==> src/hw/rtl/xnc_pkg.sv <==
// ----------------------------------------------------------------------------
// xnc_pkg
// Shared types and codes for the nesting checker: symbol kinds, local
// classes, stack entry layout and the stack command word.
// ----------------------------------------------------------------------------
package xnc_pkg;

  localparam int TAG_W       = 4;
  localparam int MODE_W      = 2;
  localparam int CLS_W       = 3;
  localparam int CFG_W       = 5;
  localparam int OUT_DEPTH_W = 7;
  localparam int MAX_TAGS_C  = 16;
  localparam int MAX_DEPTH_C = 64;

  // symbol kind; the fourth code has no transition
  typedef enum logic [MODE_W-1:0] {
    MODE_OPEN  = 2'd0,
    MODE_LOCAL = 2'd1,
    MODE_CLOSE = 2'd2
  } mode_t;

  localparam logic [CLS_W-1:0] CLS_LETTER = 3'd0;
  localparam logic [CLS_W-1:0] CLS_SPACE  = 3'd1;
  localparam logic [CLS_W-1:0] CLS_EQUALS = 3'd2;
  localparam logic [CLS_W-1:0] CLS_QUOTE  = 3'd3;
  localparam logic [CLS_W-1:0] CLS_BODY   = 3'd4;

  typedef struct packed {
    logic             nested;
    logic [TAG_W-1:0] tag;
  } stk_entry_t;

  typedef struct packed {
    logic       clear;
    logic       push;
    logic       pop;
    stk_entry_t entry;
  } stk_op_t;

  typedef struct packed {
    logic accepted;
    logic rejected;
    logic overflow;
  } xnc_res_t;

endpackage

==> src/hw/rtl/xnc_stack.sv <==
// ----------------------------------------------------------------------------
// xnc_stack
// Open-tag stack. The top entry lives in a register; the rest lives in a
// synchronous memory. The entry below the top is prefetched every cycle so a
// pop takes the prefetched entry as top, with push writes forwarded into it.
// ----------------------------------------------------------------------------
module xnc_stack #(
  parameter  int MAX_DEPTH = xnc_pkg::MAX_DEPTH_C,
  localparam int AW        = $clog2(MAX_DEPTH),
  localparam int DW        = $clog2(MAX_DEPTH + 1)
) (
  input  logic                clk,
  input  logic                rst_n,
  input  xnc_pkg::stk_op_t    op,
  output logic [DW-1:0]       depth,
  output logic [DW-1:0]       depth_nxt,
  output xnc_pkg::stk_entry_t tos
);
  import xnc_pkg::*;

  stk_entry_t mem [MAX_DEPTH];

  logic [DW-1:0] depth_r;
  logic [DW-1:0] base;
  stk_entry_t    tos_r;
  stk_entry_t    tos_nxt;
  stk_entry_t    below_r;
  logic          we;
  logic [AW-1:0] waddr;
  logic [AW-1:0] raddr;

  always_comb begin
    base      = op.clear ? '0 : depth_r;
    depth_nxt = base;
    tos_nxt   = tos_r;
    if (op.push) begin
      depth_nxt = base + DW'(1);
      tos_nxt   = op.entry;
    end else if (op.pop) begin
      depth_nxt = base - DW'(1);
      tos_nxt   = below_r;
    end
    // spill the old top below the new one
    we    = op.push && (base != '0);
    waddr = AW'(base - DW'(1));
    raddr = (depth_nxt >= DW'(2)) ? AW'(depth_nxt - DW'(2)) : '0;
  end

  always_ff @(posedge clk) begin
    if (we) begin
      mem[waddr] <= tos_r;
    end
    // forward the spill when it lands on the prefetched slot
    if (we && (waddr == raddr)) begin
      below_r <= tos_r;
    end else begin
      below_r <= mem[raddr];
    end
    tos_r <= tos_nxt;
  end

  always_ff @(posedge clk) begin
    if (!rst_n) begin
      depth_r <= '0;
    end else begin
      depth_r <= depth_nxt;
    end
  end

  assign depth = depth_r;
  assign tos   = tos_r;

endmodule

==> src/hw/rtl/xnc_ctrl.sv <==
// ----------------------------------------------------------------------------
// xnc_ctrl
// Control machine of the recognizer: steps the 17-state machine, decides
// push and pop, and keeps the sticky reject and overflow flags and the
// tag-count register.
// ----------------------------------------------------------------------------
module xnc_ctrl #(
  parameter  int MAX_DEPTH = xnc_pkg::MAX_DEPTH_C,
  localparam int DW        = $clog2(MAX_DEPTH + 1)
) (
  input  logic                         clk,
  input  logic                         rst_n,
  input  logic                         cfg_wr_en,
  input  logic [xnc_pkg::CFG_W-1:0]    cfg_wr_data,
  input  logic                         go,
  input  logic                         start_word,
  input  logic [xnc_pkg::MODE_W-1:0]   mode,
  input  logic [xnc_pkg::TAG_W-1:0]    tag,
  input  logic [xnc_pkg::CLS_W-1:0]    local_class,
  input  logic [DW-1:0]                depth,
  input  xnc_pkg::stk_entry_t          tos,
  output xnc_pkg::stk_op_t             op,
  output xnc_pkg::xnc_res_t            res
);
  import xnc_pkg::*;

  typedef enum logic [4:0] {
    ST_INITIAL,
    ST_ROOT_OPENED,
    ST_ROOT_ATTR_NAME,
    ST_ROOT_AFTER_EQ,
    ST_ROOT_ATTR_VAL,
    ST_ROOT_AFTER_ATTR,
    ST_ROOT_BODY,
    ST_ROOT_TEXT,
    ST_NEST_OPENED,
    ST_NEST_ATTR_NAME,
    ST_NEST_AFTER_EQ,
    ST_NEST_ATTR_VAL,
    ST_NEST_AFTER_ATTR,
    ST_NEST_BODY,
    ST_NEST_TEXT,
    ST_CHILD_DONE,
    ST_ROOT_DONE
  } state_t;

  typedef struct packed {
    logic   move;
    state_t nxt;
  } lmove_t;

  function automatic lmove_t local_step(input state_t s, input logic [CLS_W-1:0] c);
    lmove_t r;
    r.move = 1'b0;
    r.nxt  = s;
    case (s)
      ST_ROOT_OPENED, ST_ROOT_AFTER_ATTR: begin
        if (c == CLS_SPACE) begin
          r = '{1'b1, ST_ROOT_ATTR_NAME};
        end else if (c == CLS_BODY) begin
          r = '{1'b1, ST_ROOT_BODY};
        end
      end
      ST_ROOT_ATTR_NAME: begin
        if (c == CLS_LETTER) begin
          r = '{1'b1, ST_ROOT_ATTR_NAME};
        end else if (c == CLS_EQUALS) begin
          r = '{1'b1, ST_ROOT_AFTER_EQ};
        end
      end
      ST_ROOT_AFTER_EQ: begin
        if (c == CLS_QUOTE) r = '{1'b1, ST_ROOT_ATTR_VAL};
      end
      ST_ROOT_ATTR_VAL: begin
        if (c == CLS_LETTER) begin
          r = '{1'b1, ST_ROOT_ATTR_VAL};
        end else if (c == CLS_QUOTE) begin
          r = '{1'b1, ST_ROOT_AFTER_ATTR};
        end
      end
      ST_ROOT_BODY, ST_ROOT_TEXT: begin
        if (c == CLS_LETTER) r = '{1'b1, ST_ROOT_TEXT};
      end
      ST_NEST_OPENED, ST_NEST_AFTER_ATTR: begin
        if (c == CLS_SPACE) begin
          r = '{1'b1, ST_NEST_ATTR_NAME};
        end else if (c == CLS_BODY) begin
          r = '{1'b1, ST_NEST_BODY};
        end
      end
      ST_NEST_ATTR_NAME: begin
        if (c == CLS_LETTER) begin
          r = '{1'b1, ST_NEST_ATTR_NAME};
        end else if (c == CLS_EQUALS) begin
          r = '{1'b1, ST_NEST_AFTER_EQ};
        end
      end
      ST_NEST_AFTER_EQ: begin
        if (c == CLS_QUOTE) r = '{1'b1, ST_NEST_ATTR_VAL};
      end
      ST_NEST_ATTR_VAL: begin
        if (c == CLS_LETTER) begin
          r = '{1'b1, ST_NEST_ATTR_VAL};
        end else if (c == CLS_QUOTE) begin
          r = '{1'b1, ST_NEST_AFTER_ATTR};
        end
      end
      ST_NEST_BODY, ST_NEST_TEXT: begin
        if (c == CLS_LETTER) r = '{1'b1, ST_NEST_TEXT};
      end
      default: begin
        r.move = 1'b0;
      end
    endcase
    return r;
  endfunction

  state_t           state_r, state_nxt, state_eff;
  logic             reject_r, reject_nxt, reject_eff;
  logic             ovf_r, ovf_nxt, ovf_eff;
  logic [CFG_W-1:0] num_tags_r;
  logic [DW-1:0]    depth_eff;
  logic             tag_ok;
  logic             ok;
  logic             push, pop, nested;
  lmove_t           lm;

  always_comb begin
    state_eff  = start_word ? ST_INITIAL : state_r;
    reject_eff = start_word ? 1'b0 : reject_r;
    ovf_eff    = start_word ? 1'b0 : ovf_r;
    depth_eff  = start_word ? '0 : depth;
    tag_ok     = ({1'b0, tag} < num_tags_r) && (int'(tag) < MAX_TAGS_C);
    lm         = local_step(state_eff, local_class);
    state_nxt  = state_eff;
    ovf_nxt    = ovf_eff;
    ok         = 1'b0;
    push       = 1'b0;
    pop        = 1'b0;
    nested     = 1'b0;
    if (!reject_eff) begin
      case (mode)
        MODE_OPEN: begin
          if (tag_ok && (state_eff == ST_INITIAL || state_eff == ST_ROOT_BODY ||
                         state_eff == ST_NEST_BODY)) begin
            nested = (state_eff != ST_INITIAL);
            if (depth_eff == DW'(MAX_DEPTH)) begin
              ovf_nxt = 1'b1;
            end else begin
              ok        = 1'b1;
              push      = 1'b1;
              state_nxt = nested ? ST_NEST_OPENED : ST_ROOT_OPENED;
            end
          end
        end
        MODE_LOCAL: begin
          if (lm.move) begin
            ok        = 1'b1;
            state_nxt = lm.nxt;
          end
        end
        MODE_CLOSE: begin
          if (tag_ok && (depth_eff != '0) && (tos.tag == tag)) begin
            if (state_eff == ST_CHILD_DONE) begin
              ok        = 1'b1;
              state_nxt = tos.nested ? ST_CHILD_DONE : ST_ROOT_DONE;
            end else if (!tos.nested && (state_eff == ST_ROOT_OPENED ||
                                         state_eff == ST_ROOT_TEXT)) begin
              ok        = 1'b1;
              state_nxt = ST_ROOT_DONE;
            end else if (tos.nested && (state_eff == ST_NEST_OPENED ||
                                        state_eff == ST_NEST_TEXT)) begin
              ok        = 1'b1;
              state_nxt = ST_CHILD_DONE;
            end
            pop = ok;
          end
        end
        default: begin
          ok = 1'b0;
        end
      endcase
    end
    reject_nxt = reject_eff | ~ok;

    op.clear        = go & start_word;
    op.push         = go & push;
    op.pop          = go & pop;
    op.entry.nested = nested;
    op.entry.tag    = tag;

    res.accepted = (state_nxt == ST_ROOT_DONE) && !reject_nxt;
    res.rejected = reject_nxt;
    res.overflow = ovf_nxt;
  end

  always_ff @(posedge clk) begin
    if (!rst_n) begin
      state_r    <= ST_INITIAL;
      reject_r   <= 1'b0;
      ovf_r      <= 1'b0;
      num_tags_r <= CFG_W'(1);
    end else begin
      if (go) begin
        state_r  <= state_nxt;
        reject_r <= reject_nxt;
        ovf_r    <= ovf_nxt;
      end
      if (cfg_wr_en) begin
        num_tags_r <= cfg_wr_data;
      end
    end
  end

endmodule

==> src/hw/rtl/xml_nesting_checker_unit.sv <==
// ----------------------------------------------------------------------------
// xml_nesting_checker_unit
// Nesting recognizer for a simplified XML shape over classified symbols.
// ----------------------------------------------------------------------------
// Input channel (in_*): one classified symbol per word: start_word, mode
// (open, local, close), tag and local class. Result channel (out_*): one
// word per input word with accepted, rejected, overflow and stack depth.
// Both channels use valid/stall; cfg_wr_en/cfg_wr_data write num_tags.
// The result sits in the output register on the cycle after the symbol is
// taken. Throughput is one symbol per cycle while no stall is raised; the top
// stack entry is kept in a register and the entry below it is prefetched
// from the synchronous stack memory every cycle, so pops and pushes run back
// to back. While out_stall holds a waiting result, in_stall is raised and
// the result is held. Reset clears the machine, flags, depth and output
// valid and sets num_tags to 1; the stack memory is not cleared, since only
// entries pushed since the last start are read.
// ----------------------------------------------------------------------------
module xml_nesting_checker_unit #(
  parameter  int MAX_DEPTH = xnc_pkg::MAX_DEPTH_C,
  localparam int DW        = $clog2(MAX_DEPTH + 1)
) (
  input  logic                              clk,
  input  logic                              rst_n,
  input  logic                              cfg_wr_en,
  input  logic [xnc_pkg::CFG_W-1:0]         cfg_wr_data,
  input  logic                              in_valid,
  output logic                              in_stall,
  input  logic                              in_start_word,
  input  logic [xnc_pkg::MODE_W-1:0]        in_mode,
  input  logic [xnc_pkg::TAG_W-1:0]         in_tag,
  input  logic [xnc_pkg::CLS_W-1:0]         in_local_class,
  output logic                              out_valid,
  input  logic                              out_stall,
  output logic                              out_accepted,
  output logic                              out_rejected,
  output logic                              out_overflow,
  output logic [xnc_pkg::OUT_DEPTH_W-1:0]   out_depth
);
  import xnc_pkg::*;

  logic                       go;
  stk_op_t                    op;
  xnc_res_t                   res;
  stk_entry_t                 tos;
  logic [DW-1:0]              stk_depth;
  logic [DW-1:0]              stk_depth_nxt;
  logic [DW+OUT_DEPTH_W-1:0]  depth_ext;
  logic                       out_valid_r;
  xnc_res_t                   res_r;
  logic [OUT_DEPTH_W-1:0]     depth_r;

  assign in_stall  = out_valid_r & out_stall;
  assign go        = in_valid & ~in_stall;
  assign depth_ext = {{OUT_DEPTH_W{1'b0}}, stk_depth_nxt};

  xnc_ctrl #(.MAX_DEPTH(MAX_DEPTH)) u_ctrl (
    .clk         (clk),
    .rst_n       (rst_n),
    .cfg_wr_en   (cfg_wr_en),
    .cfg_wr_data (cfg_wr_data),
    .go          (go),
    .start_word  (in_start_word),
    .mode        (in_mode),
    .tag         (in_tag),
    .local_class (in_local_class),
    .depth       (stk_depth),
    .tos         (tos),
    .op          (op),
    .res         (res)
  );

  xnc_stack #(.MAX_DEPTH(MAX_DEPTH)) u_stack (
    .clk       (clk),
    .rst_n     (rst_n),
    .op        (op),
    .depth     (stk_depth),
    .depth_nxt (stk_depth_nxt),
    .tos       (tos)
  );

  always_ff @(posedge clk) begin
    if (!rst_n) begin
      out_valid_r <= 1'b0;
    end else if (go) begin
      out_valid_r <= 1'b1;
    end else if (!out_stall) begin
      out_valid_r <= 1'b0;
    end
  end

  always_ff @(posedge clk) begin
    if (go) begin
      res_r   <= res;
      depth_r <= depth_ext[OUT_DEPTH_W-1:0];
    end
  end

  assign out_valid    = out_valid_r;
  assign out_accepted = res_r.accepted;
  assign out_rejected = res_r.rejected;
  assign out_overflow = res_r.overflow;
  assign out_depth    = depth_r;

`ifndef SYNTHESIS
  a_ovf_rejects : assert property (@(posedge clk) disable iff (!rst_n)
    out_valid && out_overflow |-> out_rejected)
    else $error("overflow reported without reject");

  a_depth_bound : assert property (@(posedge clk) disable iff (!rst_n)
    stk_depth <= DW'(MAX_DEPTH))
    else $error("stack depth beyond capacity");

  a_reject_freezes : assert property (@(posedge clk) disable iff (!rst_n)
    go && out_valid && out_rejected && !in_start_word |=>
      out_rejected && (stk_depth == $past(stk_depth)))
    else $error("stack moved after reject");
`endif

endmodule
==> config.mk <==
export PLATFORM = sky130hd
export DESIGN_NAME = xml_nesting_checker_unit
export DESIGN_NICKNAME = d
export VERILOG_FILES = /design/src/hw/rtl/xnc_pkg.sv /design/src/hw/rtl/xnc_stack.sv /design/src/hw/rtl/xnc_ctrl.sv /design/src/hw/rtl/xml_nesting_checker_unit.sv
export SDC_FILE = /design/constraint.sdc
export NUM_CORES = 1
export LEC_CHECK = 0
export ABC_AREA = 1
export BUFFER_PORTS_ARGS = -buffer_cell sky130_fd_sc_hd__buf_4
export CAP_MARGIN = 25
export CORE_MARGIN = 4
export CORE_UTILIZATION = 60
export DETAILED_ROUTE_END_ITERATION = 16
export GPL_ROUTABILITY_DRIVEN = 0
export PLACE_DENSITY = 0.77
export SETUP_SLACK_MARGIN = 0.4
export SLEW_MARGIN = 25
export SYNTH_ARGS = -nofsm -noshare
export SYNTH_HDL_FRONTEND = slang
export SYNTH_SLANG_ARGS = --single-unit
==> constraint.sdc <==
create_clock -name clk -period 3.55 [get_ports clk]
set_input_delay 0.71 -clock clk [delete_from_list [all_inputs] [get_ports clk]]
set_output_delay 0.71 -clock clk [all_outputs]
set_load 0.05 [all_outputs]
==> results of run 1 <==
==> logic make-up after synthesis <==
| kind of cell | after synthesis |
|---|---|
| buffers and inverters | 157 |
| XOR/XNOR | 6 |
| adder cells (fa/ha/maj) | 6 |
| flip-flops | 361 |
| AO/OA/AOI/OAI | 315 |
| AND/OR/NAND/NOR | 581 |
==> final cells by class <==
cell class / instances / area, um^2 / share of cell area
Clock buffer: 41 / 908 / 0.0517
Clock inverter: 20 / 203 / 0.0115
Inverter: 83 / 317 / 0.0180
Multi-Input combinational cell: 908 / 4590 / 0.261
Sequential cell: 361 / 10600 / 0.603
Tap cell: 330 / 413 / 0.0235
Timing Repair Buffer: 69 / 543 / 0.0309
==> layer usage <==
metal,global-route usage,vias up
met5,0,-
met4,0.105,0
met3,0.0480,105
met2,0.426,731
met1,0.371,5337
li1,-,5212
==> where the power goes <==
part | internal, mW | total, mW | switching (mW)
logic | 0.209 | 0.712 | 0.503
clock network | 2.12 | 3.61 | 1.49
registers | 4.64 | 4.66 | 0.0259
==> worst max-delay path: cells and delay by family (launching register included) <==
kind | cells | cell delay, ps
fa+ha+maj | 1 | 280
buf+inv | 3 | 440
flops | 1 | 310
simple gates | 12 | 1590
==> registers in the layout, summed over array words and instances (netlist names), 5 cells and up, named ones only <==
signal	flops
u_stack.depth	7
out_depth	7
u_ctrl.num_tags_r	5
u_stack.tos	5
u_ctrl.state_r	5
u_stack.mem	320
==> worst max path at each step <==
stage | startpoint | end | slack (ps) | cells after the start
floorplan | out_stall | u_stack.mem[13][0] | 450 | 11
global placement | in_tag[2] | u_stack.mem[22][2] | 230 | 16
detailed placement | in_tag[2] | u_stack.mem[11][4] | 90 | 16
CTS | u_ctrl.num_tags_r[2] | u_stack.mem[11][1] | 590 | 16
global route | u_ctrl.num_tags_r[2] | u_stack.mem[6][3] | 310 | 16
finish | u_ctrl.num_tags_r[2] | u_stack.mem[2][2] | 590 | 16
==> what timing repair did <==
item,in CTS,in global routing
gates resized for setup,0,54
endpoints found under the setup margin,0,300
hold endpoints to repair,0,0
==> Yosys cell counts (3+ instances only) <==
cell / n
o21ai_0: 193
o211ai_1: 4
buf_6: 3
clkinv_1: 5
buf_2: 3
nor2_2: 6
clkbuf_1: 67
a21oi_1: 22
a31oi_1: 5
nand2_1: 145
nor3_1: 8
o22ai_1: 17
inv_2: 5
nor2_4: 3
nand4_1: 8
dfxtp_1: 26
nor2_1: 293
inv_1: 72
xor2_1: 4
ha_1: 6
edfxtp_1: 335
nand3_1: 106
nand2_2: 3
o221ai_1: 64
nand3_2: 3
==> run summary, run 1 <==
The run finished with clean final reports. The logs give 0 for the initial antenna violation count and 0 for the total global routing overflow. The tool flagged a number of max-cap violations equal to 0.

Including well taps, the total number of placed cells is 1751. When the netlist entered floorplanning its net count stood at 1452. Timing would allow up to 337 MHz. The setup check on the worst reg-to-reg path leaves a slack of 590 ps. STA classifies the critical path startpoint as a flip-flop. The area share of the largest cell type after synthesis is 0.643.

The worst hold path terminates at u_ctrl.num_tags_r[0]. The final-layout worst hold slack is 421 ps, and the sum of met2 wire segment lengths after detailed routing is 18100 um. The clock passes through at most 3 buffers. The iteration-0 DRC count of the detailed router is 1696. Clock tree synthesis selected as its root buffer the cell clkbuf_16. The compound-gate portion of the synthesized area was 0.121. The routed layout has 11385 vias. The tools report the cell area after layout as 0.0176 mm^2. The ratio of final minimum period to clock period is 0.835, and the mux cell area share after synthesis is 0. The tools report the worst clock skew as 16.4 ps. The detailed router put a total of 15300 um of wire on met1. The fraction of layout instances using a drive strength above 1 came out at 0.137.

The maximum single-stage delay on the critical path is 380 ps, and the async set-reset flop share out of synthesis is 0. The aggregate negative setup slack was 0 ps; the adder-cell share of the synthesized area was 0.00480. The end-of-flow core utilization is 0.691, and the clock-pin slew of the registers on the worst-case setup and hold paths is 60 ps. Full die area: 0.0287 mm^2. The startpoint of the worst-slack reg-to-reg timing path is u_ctrl.num_tags_r[2]. The most frequent standard cell in the layout excluding fill and tap cells was edfxtp_1. Data on the critical path arrives at its endpoint at 3120 ps. The tools report the count of warnings emitted by yosys as 0. Cell count of the worst hold path: 3. For the sequential fraction of the synthesis area, the log shows 0.676. The capture instance of the worst register-to-register path is u_stack.mem[2][2].

The number of distinct library cells after synthesis was 40; the layout overhead on the synthesized area was 12.2%. Detailed-placement wirelength estimate: 24000 um. Dividing the detail-routed wire length by the instance count gives 21.2 um.

The filler cells instantiated in the layout total 1819. Highest metal layer with signal wires: met4. TritonCTS built the clock tree. The net count of the finished layout was 1484.

The tools report the initial core utilization as 0.616. The global routing usage summed across all routing layers came out at 0.267. The average size of a mapped cell is 11.0 um^2. Type of the tightest min-delay check: in2reg.

The completed layout was analyzed and its total power is 8.99 mW. The count of unresolved DRC violations after routing is 0, and the maximum ir drop on the vdd rail is 0.000415 V. The number of setup buffers added after CTS is 0. The critical path capture point type was a flip-flop. Start-to-end type of the worst setup path: reg2reg. The most used flip-flop cell after synthesis is edfxtp_1. Once routing completed, OpenROAD measured the worst setup slack at 585 ps.

The critical path goes through inv_1 -> ha_1 -> nand2_1 -> nand2_1 -> nand2_1 -> nand2_1 -> nor2_1 -> nand2_1 -> nor2_2 -> nand3_2 -> clkinv_1 -> nand2_1 -> nor2_1 -> nand2_1 -> buf_4 -> nor2_1. 32 I/O pins were placed. Entering global routing, the biggest net connects 161 pins.

For the number of diodes added for antenna fixing, the log shows 0. The synthesized-area fraction occupied by xor and xnor cells works out to 0.00336. After clock tree synthesis, the flow added hold-fix buffers numbering 0. In this run the most critical hold path is launched from cfg_wr_data[0]. The tools report the hold violation count in the final report as 0. Leaving out filler cells and counting taps, the final layout contains 1812.

At the pin with the least slew margin, the transition time is 838 ps. The run gives 510 ps as the clock insertion delay at the later pin of the skew report. In the layout the commonest cells are edfxtp_1 (335), nor2_1 (239), o21ai_0 (193).

The first global-routing pass estimated 60400 um of wire. The worst register-to-register path has a depth of 16. Summed over all cells, the static leakage comes to 6.19 nW. Summed instance area of the synthesized netlist: 0.0157 mm^2.

The run gives 58 as the placement row count. The port buffer count is 31, and the number of storage elements in the synthesis netlist is 361. Setup violations remaining at the end of the flow were counted as 0.

Setup repair after global routing could not meet its margin everywhere. Cell with the biggest individual delay on the critical path: nor2_1. The overall die width works out to 170 um.

The post-route minimum period works out to 2960 ps. The basic-gate share of the synthesized area counting and, or, nand and nor cells came out at 0.156. The clock net in this run drives a total of 361 sinks. First-pass iteration count of the detailed router: 6. The cell that appears most often on the critical path is nand2_1. Counting flops with a built-in enable in the synthesized netlist gives 335. In this run the number of H-tree levels came out at 2.

The worst slew margin relative to its limit was 0.438; the power density relative to cell area was 512 mW/mm^2. Along the worst path, the maximum fanout reaches 8. The number of vias per cell works out to 6.28. The most area-hungry cell type in the Yosys netlist was edfxtp_1. Number of standard cells after synthesis: 1426. The combinational family with the most area after synthesis is simple AND/OR/NAND/NOR gates.

The pre-CTS worst setup slack came out at 92.7 ps. In this run, CTS created clock tree buffers numbering 35. Instance area after placement: 0.0163 mm^2. The tools report the number of global-route vias before repair as 11164. The antenna violation net count after detailed routing was 0. From bottom edge to top edge, the die measures 170 um. The final-report max-slew violation count was 0; the total length of routed wires was 38400 um. Sorting the synthesized cells by area gives the leading types as edfxtp_1 (64%), nor2_1 (7.0%), o21ai_0 (6.2%). The data required time at the worst endpoint is 3710 ps, and the standard cell core area is 0.0254 mm^2. For the detailed-routed wire length on met3, the log shows 3730 um.
(Power assumes the default switching activity.)
==> inputs of run 2 (changes only) <==
Settings changed: CORE_UTILIZATION 60 to 56, PLACE_DENSITY 0.77 to 0.75.
Clock period 3.55 ns to 2.7 ns, I/O delays scaled along.
==> run 2 against run 1 <==
Register-to-register slack got worse by 360 ps. Die area rose by 6.8%. Global-route usage fell by 0.43 points. Clock skew rose by 12 ps. Combinational power rose by 67%. Wire length rose by 6.6%. Fmax rose by 20%. Non-clock buffer count rose by 107. Flip-flop and latch count did not move.
==> run summary, run 2 (same netlist as run 1, synthesis figures left out) <==
The run finished with clean final reports. The number of vias per cell came out at 6.08 (-3.2%). The post-route minimum period is 2480 ps (-489 ps). The port buffer count was 31 (unchanged); the timing-limited maximum frequency was 404 MHz (+20%).

The tools report the clock root buffer as clkbuf_16. The number of cells on the critical path was 20 (+4). The tools report the pre-CTS worst setup slack as -254 ps (-347 ps). The number of inserted filler cells in the final layout is 1755 (-3.5%).

The power density relative to cell area works out to 625 mW/mm^2 (+22%). Die extent in y: 175 um (+3.3%). The run gives 0 (unchanged) as the number of diodes added for antenna fixing.

The static leakage is 7.06 nW (+14%), and the ratio of final minimum period to clock period is 0.917 (+0.0819). Leaving out fill and tap cells, the most frequent cell in the layout is edfxtp_1. The tools report the element type at the critical path start as a flip-flop. The number of cell instances on the worst register-to-register path came out at 20 (+4).

The boundary pin count was 32 (unchanged). The logs give 0 (unchanged) for the total global routing overflow and 1873 (+7.0%) for the number of instances in the placed design. H-tree depth: 2 (unchanged).

For the initial core utilization, the log shows 0.574 (-0.0419). The data arrival time of the worst path is 2890 ps (-230 ps), and the overall die width is 175 um (+3.3%). The clock-pin slew of the registers on the worst-case setup and hold paths is 60 ps (about the same). The type of the tightest min-delay check is in2reg.

The worst-case setup margin in the final layout is 224 ps (-361 ps), and the number of flip-flops under the largest register name is 320 (unchanged). The first-pass iteration count of the detailed router came out at 6 (unchanged). The count of hold buffers inserted by post-cts repair came out at 0 (unchanged). The setup violation total in the final timing report was 0 (unchanged); the full die area was 0.0307 mm^2 (+6.8%).

The actual slew at the worst max-slew pin came out at 777 ps (-60.8 ps). Among all stages on the critical path, the largest delay is contributed by dfxtp_2. In the layout the commonest cells are edfxtp_1 (335), nor2_1 (217), o21ai_0 (188). The run gives 11970 (+5.1%) as the total via count in the routed design. The tools report the pin count of the biggest net entering global routing as 65 (-60%). In this design, the largest share of critical-path delay is due to simple AND/OR/NAND/NOR gates. The logs give 3 (unchanged) for the buffer depth of the longest clock path and 0.000508 V (+22%) for the maximum ir drop on the vdd rail. Hold violation count in the final report: 0 (unchanged). For the number of standard cells in the layout, taps in and fillers out, the log shows 1968 (+8.6%).

The antenna violation net count after detailed routing was 0 (unchanged). The most flop-heavy register is u_stack.mem. The tools report the detailed-placement wirelength estimate as 25800 um (+7.4%).

The run gives 244 ps (-177 ps) as the final-layout worst hold slack. The worst setup path is of the reg2reg kind. Cell count of the worst hold path: 3 (unchanged). The layout overhead on the synthesized area works out to 26.6%. The critical path goes through inv_2 -> ha_4 -> nand2_1 -> inv_1 -> nand2_1 -> nor2_2 -> nor2_4 -> nand2_2 -> nor2_4 -> nand3_4 -> clkinv_4 -> buf_6 -> nand2_4 -> a21boi_4 -> ha_2 -> inv_4 -> nor2_4 -> nand2_2 -> nor2_4 -> nor2_1. Buffering stage count on the worst path with inverters included: 5 (+2). TritonCTS built the clock tree.

The routed length per placed instance is 20.8 um (-1.9%), and the first-pass GRT wire length is 63500 um (+5.2%). The logs give 0 (unchanged) for the number of maximum-capacitance constraint violations and 0.482 (+0.0440) for the worst slew margin relative to its limit. Data required time at the worst endpoint: 3110 ps (-600 ps). The tools report the standard cell core area as 0.0273 mm^2 (+7.3%).

The fraction of layout instances using a drive strength above 1 came out at 0.261 (+0.124). The sink count of the clock tree is 361 (unchanged), and the net count of the finished layout is 1593 (+7.3%). The run gives 0 (unchanged) as the final-report max-slew violation count. The most used cell along the critical path is nor2_4.

The tools report the initial antenna violation count as 0 (unchanged). Clock insertion delay at the later pin of the skew report: 540 ps (+30 ps). The logs give 40900 um (+6.6%) for the total length of routed wires and 1620 (-4.5%) for the iteration-0 DRC count of the detailed router. The logs give 0 (unchanged) for the count of unresolved DRC violations after routing and 0.263 (-0.00432) for the global routing usage summed across all routing layers. The worst clock skew was 28.1 ps (+11.7 ps). Setup repair after global routing could not meet its margin everywhere. The maximum single-stage delay on the critical path was 320 ps (-60 ps); the CTS buffer count was 37 (+5.7%).

The number of global-route vias before repair was 11621 (+4.1%); the maximum net fanout on the critical path was 6 (-2). The placement row count was 60 (+3.4%). STA classifies the critical path endpoint as a flip-flop.
run 2: cell types whose count changed in the layout (fill, tap and decap cells not counted), moves of 12 or more:
| cell | delta |
|---|---|
| nand3_1 | -16 |
| buf_12 | +22 |
| inv_1 | -12 |
| nor2_4 | +75 |
| nand2_2 | +23 |
| nand2_1 | -33 |
| nor2_1 | -22 |
| nor2_2 | -53 |
| buf_4 | +72 |
run 2: final cells by class:
class                           count  area (um^2)  area share
Clock inverter                     21          254      0.0128
Clock buffer                       47          963      0.0486
Timing Repair Buffer              176         1740      0.0877
Inverter                           83          337      0.0170
Sequential cell                   361        10600       0.535
Tap cell                          372          465      0.0235
Multi-Input combinational cell    908         5470       0.276
run 2: final timing paths:
| check | from | to | slack, ps |
|---|---|---|---|
| worst min-delay path | cfg_wr_data[0] | u_ctrl.num_tags_r[0] | 240 |
| worst min register to register | u_ctrl.num_tags_r[0] | u_ctrl.num_tags_r[0] | 460 |
| worst max register to register | u_ctrl.num_tags_r[2] | flip-flop | 220 |
| worst max-delay path | u_ctrl.num_tags_r[2] | flip-flop | 220 |
run 2: worst reg2reg max path: cells and delay by family, from the launching register on:
family / cells / cell delay (ps)
compound gates: 1 / 190
fa+ha+maj: 2 / 480
flops: 1 / 320
simple gates: 12 / 1000
buf+inv: 5 / 350
run 2: layer usage:
layer,track usage,wire length [um]
met5,0,0
met3,0.0524,3650
met1,0.366,16800
met4,0.0917,1230
met2,0.419,19200
run 2: repair_timing:
action | 4_1_cts | 5_1_grt
resized for setup | 44 | 65
setup endpoints to repair | 341 | 350
buffers inserted | 12 | 13
hold endpoints to repair | 0 | 0
gates cloned | 1 | 1
pin swaps | 20 | 30
run 2: power by group:
part / internal [mW] / switching [mW]
registers: 6.10 / 0.0242
clock network: 3.03 / 2.04
logic: 0.416 / 0.773
run 2: through the flow:
stage	setup TNS (ps)	total power [mW]	utilization	instance area, um^2
floorplan	-1140	6.89	-	16400
global placement	-22640	7.28	0.658	17900
detailed placement	-46530	7.30	0.658	17900
CTS	0	12.4	0.713	19400
global route	0	12.8	0.727	19800
finish	0	12.4	0.727	19800
==> inputs of run 3 (changes only) <==
Settings changed: CORE_UTILIZATION 56 to 60, PLACE_DENSITY 0.75 to 0.77.
Clock period 2.7 ns to 2.5 ns, I/O delays scaled along.
==> run 3 against run 2 <==
The run now ends with negative setup slack left. First-iteration DRC count increased by 23%. Sequential power increased by 8.2%. Design area increased by 2.1%. Wire length increased by 12%. Via count increased by 5.1%. Register-to-register slack got worse by 370 ps. Clock-buffer cell count increased by 1. Fmax decreased by 6.3%. Sequential share of layout area decreased by 1.1 points. Critical path depth increased by 1. Highest routed layer unchanged.
==> run summary, run 3 (same netlist as run 1, synthesis figures left out) <==
The met2 usage in global routing is 0.478 (+0.0591), and the pin count of the biggest net entering global routing is 65 (unchanged). The first-pass GRT wire length was 65700 um (+3.4%); the end-of-flow core utilization was 0.797 (+0.0695). STA classifies the critical path endpoint as a flip-flop.

The logs give 1998 (+23%) for the iteration-0 DRC count of the detailed router and 8 (+2) for the first-pass iteration count of the detailed router. The total via count in the routed design was 12580 (+5.1%); the post-route minimum period was 2640 ps (+166 ps). Setup repair after global routing could not meet its margin everywhere.

The port buffer count came out at 31 (unchanged). The worst hold path terminates at u_ctrl.num_tags_r[0]. The cell count of the worst hold path came out at 3 (unchanged).

The number of flip-flops under the largest register name is 320 (unchanged). The number of diodes added for antenna fixing came out at 0 (unchanged). The routed length per placed instance was 23.4 um (+13%). The layer with the highest usage was met2. The tools report the count of hold buffers inserted by post-cts repair as 0 (unchanged).

The startpoint of the tightest hold check path is cfg_wr_data[0]. The initial core utilization is 0.616 (+0.0419), and the fraction of layout instances using a drive strength above 1 is 0.298 (+0.0371). The run gives 1622 (+1.8%) as the net count of the finished layout.

Type of the tightest min-delay check: in2reg. The maximum ir drop on the vdd rail was 0.000526 V (+3.6%). The run finished, with violations left.

For the final-layout worst hold slack, the log shows 209 ps (-34.9 ps). The die extent in y was 170 um (-3.2%). For the global routing usage summed across all routing layers, the log shows 0.295 (+0.0321).

The slowest stage of the critical path belongs to the cell dfxtp_2. The run gives 378 MHz (-6.3%) as the timing-limited maximum frequency. For the worst-case setup margin in the final layout, the log shows -142 ps (-366 ps). The initial antenna violation count was 0 (unchanged). For the final-report max-slew violation count, the log shows 0 (unchanged). The total length of routed wires was 45800 um (+12%). The library cell used most frequently in the layout, excluding fill and tap cells, is edfxtp_1. The tools report the standard cell core area as 0.0254 mm^2 (-6.8%).

The number of standard cells in the layout, taps in and fillers out is 1952 (-0.81%), and the cell area after layout is 0.0202 mm^2 (+2.1%). The hold violation count in the final report is 0 (unchanged), and the CTS buffer count is 36 (-2.7%). The logs give 3090 ps (+200 ps) for the data arrival time of the worst path and 361 (unchanged) for the sink count of the clock tree. The number of maximum-capacitance constraint violations is 0 (unchanged).

The tools report the H-tree depth as 2 (unchanged). The placement row count is 58 (-3.3%), and the buffer depth of the longest clock path is 3 (unchanged). Number of vias per cell: 6.44 (+6.0%). The maximum net fanout on the critical path came out at 4 (-2).

For the aggregate negative setup slack, the log shows -5610 ps (-5610 ps). The startpoint identified for the worst register-to-register timing path is u_ctrl.num_tags_r[3]. The critical path goes through inv_2 -> ha_4 -> nand2_4 -> inv_1 -> nand2_2 -> nand2_2 -> nor2_4 -> buf_6 -> nand3_4 -> nor2_4 -> nand3_4 -> nand2_2 -> nand3_2 -> nand2_2 -> inv_2 -> ha_4 -> inv_4 -> nor2_4 -> buf_4 -> buf_4 -> o21ai_2. The number of cell instances on the worst register-to-register path was 21 (+5.0%); the number of global-route vias before repair was 11826 (+1.8%).

The actual slew at the worst max-slew pin was 940 ps (+163 ps); the antenna violation net count after detailed routing was 0 (unchanged). The boundary pin count was 32 (unchanged). The data required time at the worst endpoint is 2950 ps (-160 ps). The ratio of final minimum period to clock period came out at 1.06 (+0.140).

By startpoint and endpoint, the worst setup path is classified as reg2reg. The logs give 0.373 (-0.109) for the worst slew margin relative to its limit and 0 (unchanged) for the count of unresolved DRC violations after routing. The maximum single-stage delay on the critical path was 320 ps (about the same); the total global routing overflow was 0 (unchanged).

Counting flops per register, the top entry is u_stack.mem. The met1 capacity usage during global routing is 0.403 (+0.0373), and the clock insertion delay at the later pin of the skew report is 530 ps (about the same). Relative to the synthesized area, the layout overhead comes to 29.3%.

STA classifies the critical path startpoint as a flip-flop. The final reports fail on negative setup slack. Worst clock skew: 11.5 ps (-16.5 ps). The global routing usage on met3 was 0.0557 (+0.00331).

TritonCTS built the clock tree. The tools report the clock root buffer as clkbuf_16. The tools report the detailed-placement wirelength estimate as 26000 um (+1.0%). The overall die width is 170 um (-3.2%). For the reg-to-reg setup timing slack, the log shows -140 ps (-370 ps).

Clock-pin slew of the registers on the worst-case setup and hold paths: 60 ps (about the same). The power density relative to cell area was 659 mW/mm^2 (+5.4%). Full die area: 0.0287 mm^2 (-6.4%). The logs give 1850 (-1.2%) for the number of instances in the placed design and 7.28 nW (+3.1%) for the static leakage. The cell that appears most often on the critical path is nand2_2. For the instance area after placement, the log shows 0.0180 mm^2 (+0.53%). The top cell types in the final layout, fill and taps aside, are edfxtp_1 (335), nor2_1 (210), o21ai_0 (176). The setup violation total in the final timing report is 211 (+211).
==> run 3: area by class of cell <==
class                      instances  area (um^2)
sequential                       361        10600
clock inverter                    16          136
multi-input combinational        908         5620
fill                            1360         5160
tap                              330          413
clock buffer                      48          998
inverter                          83          353
timing repair buffer             206         2120
==> run 3: worst max-delay path, delay by kind of cell, from the launching register on <==
kind	cells	cell delay, ps
and+or+nand+nor	11	1100
buffers and inverters	7	600
adders and majority gates	2	400
DFF	1	320
AOI/OAI and AO/OA	1	140
==> run 3: layer usage <==
metal,wire [um],vias up
li1,-,5492
met1,17000,5991
met2,22000,899
met3,4820,198
met4,1900,0
met5,0,-
==> run 3: report_power, final <==
part	internal, mW	switching [mW]
registers	6.59	0.0306
logic	0.552	0.945
clock network	3.02	2.20
==> run 3: metrics by stage <==
| stage | total power, mW | setup WS [ps] |
|---|---|---|
| finish | 13.3 | -142 |
| global route | 13.7 | -243 |
| CTS | 13.1 | 79.5 |
| detailed placement | 7.92 | -376 |
| global placement | 7.89 | -281 |
| floorplan | 7.45 | -422 |
==> run 3: timing repair <==
item	4_1_cts	5_1_grt
cloned	2	3
endpoints found under the setup margin	356	360
endpoints found under the hold margin	0	0
gates resized for setup	91	112
setup buffers	18	15
pin swaps	43	29
==> run 3: how the worst max path moves through the flow <==
stage,startpoint,to,slack (ps)
CTS,u_ctrl.num_tags_r[2],flip-flop,80
detailed placement,in_tag[2],flip-flop,-380
global placement,in_tag[2],flip-flop,-280
global route,u_ctrl.num_tags_r[2],flip-flop,-240
floorplan,u_stack.tos[1],flip-flop,-420
finish,u_ctrl.num_tags_r[3],flip-flop,-140
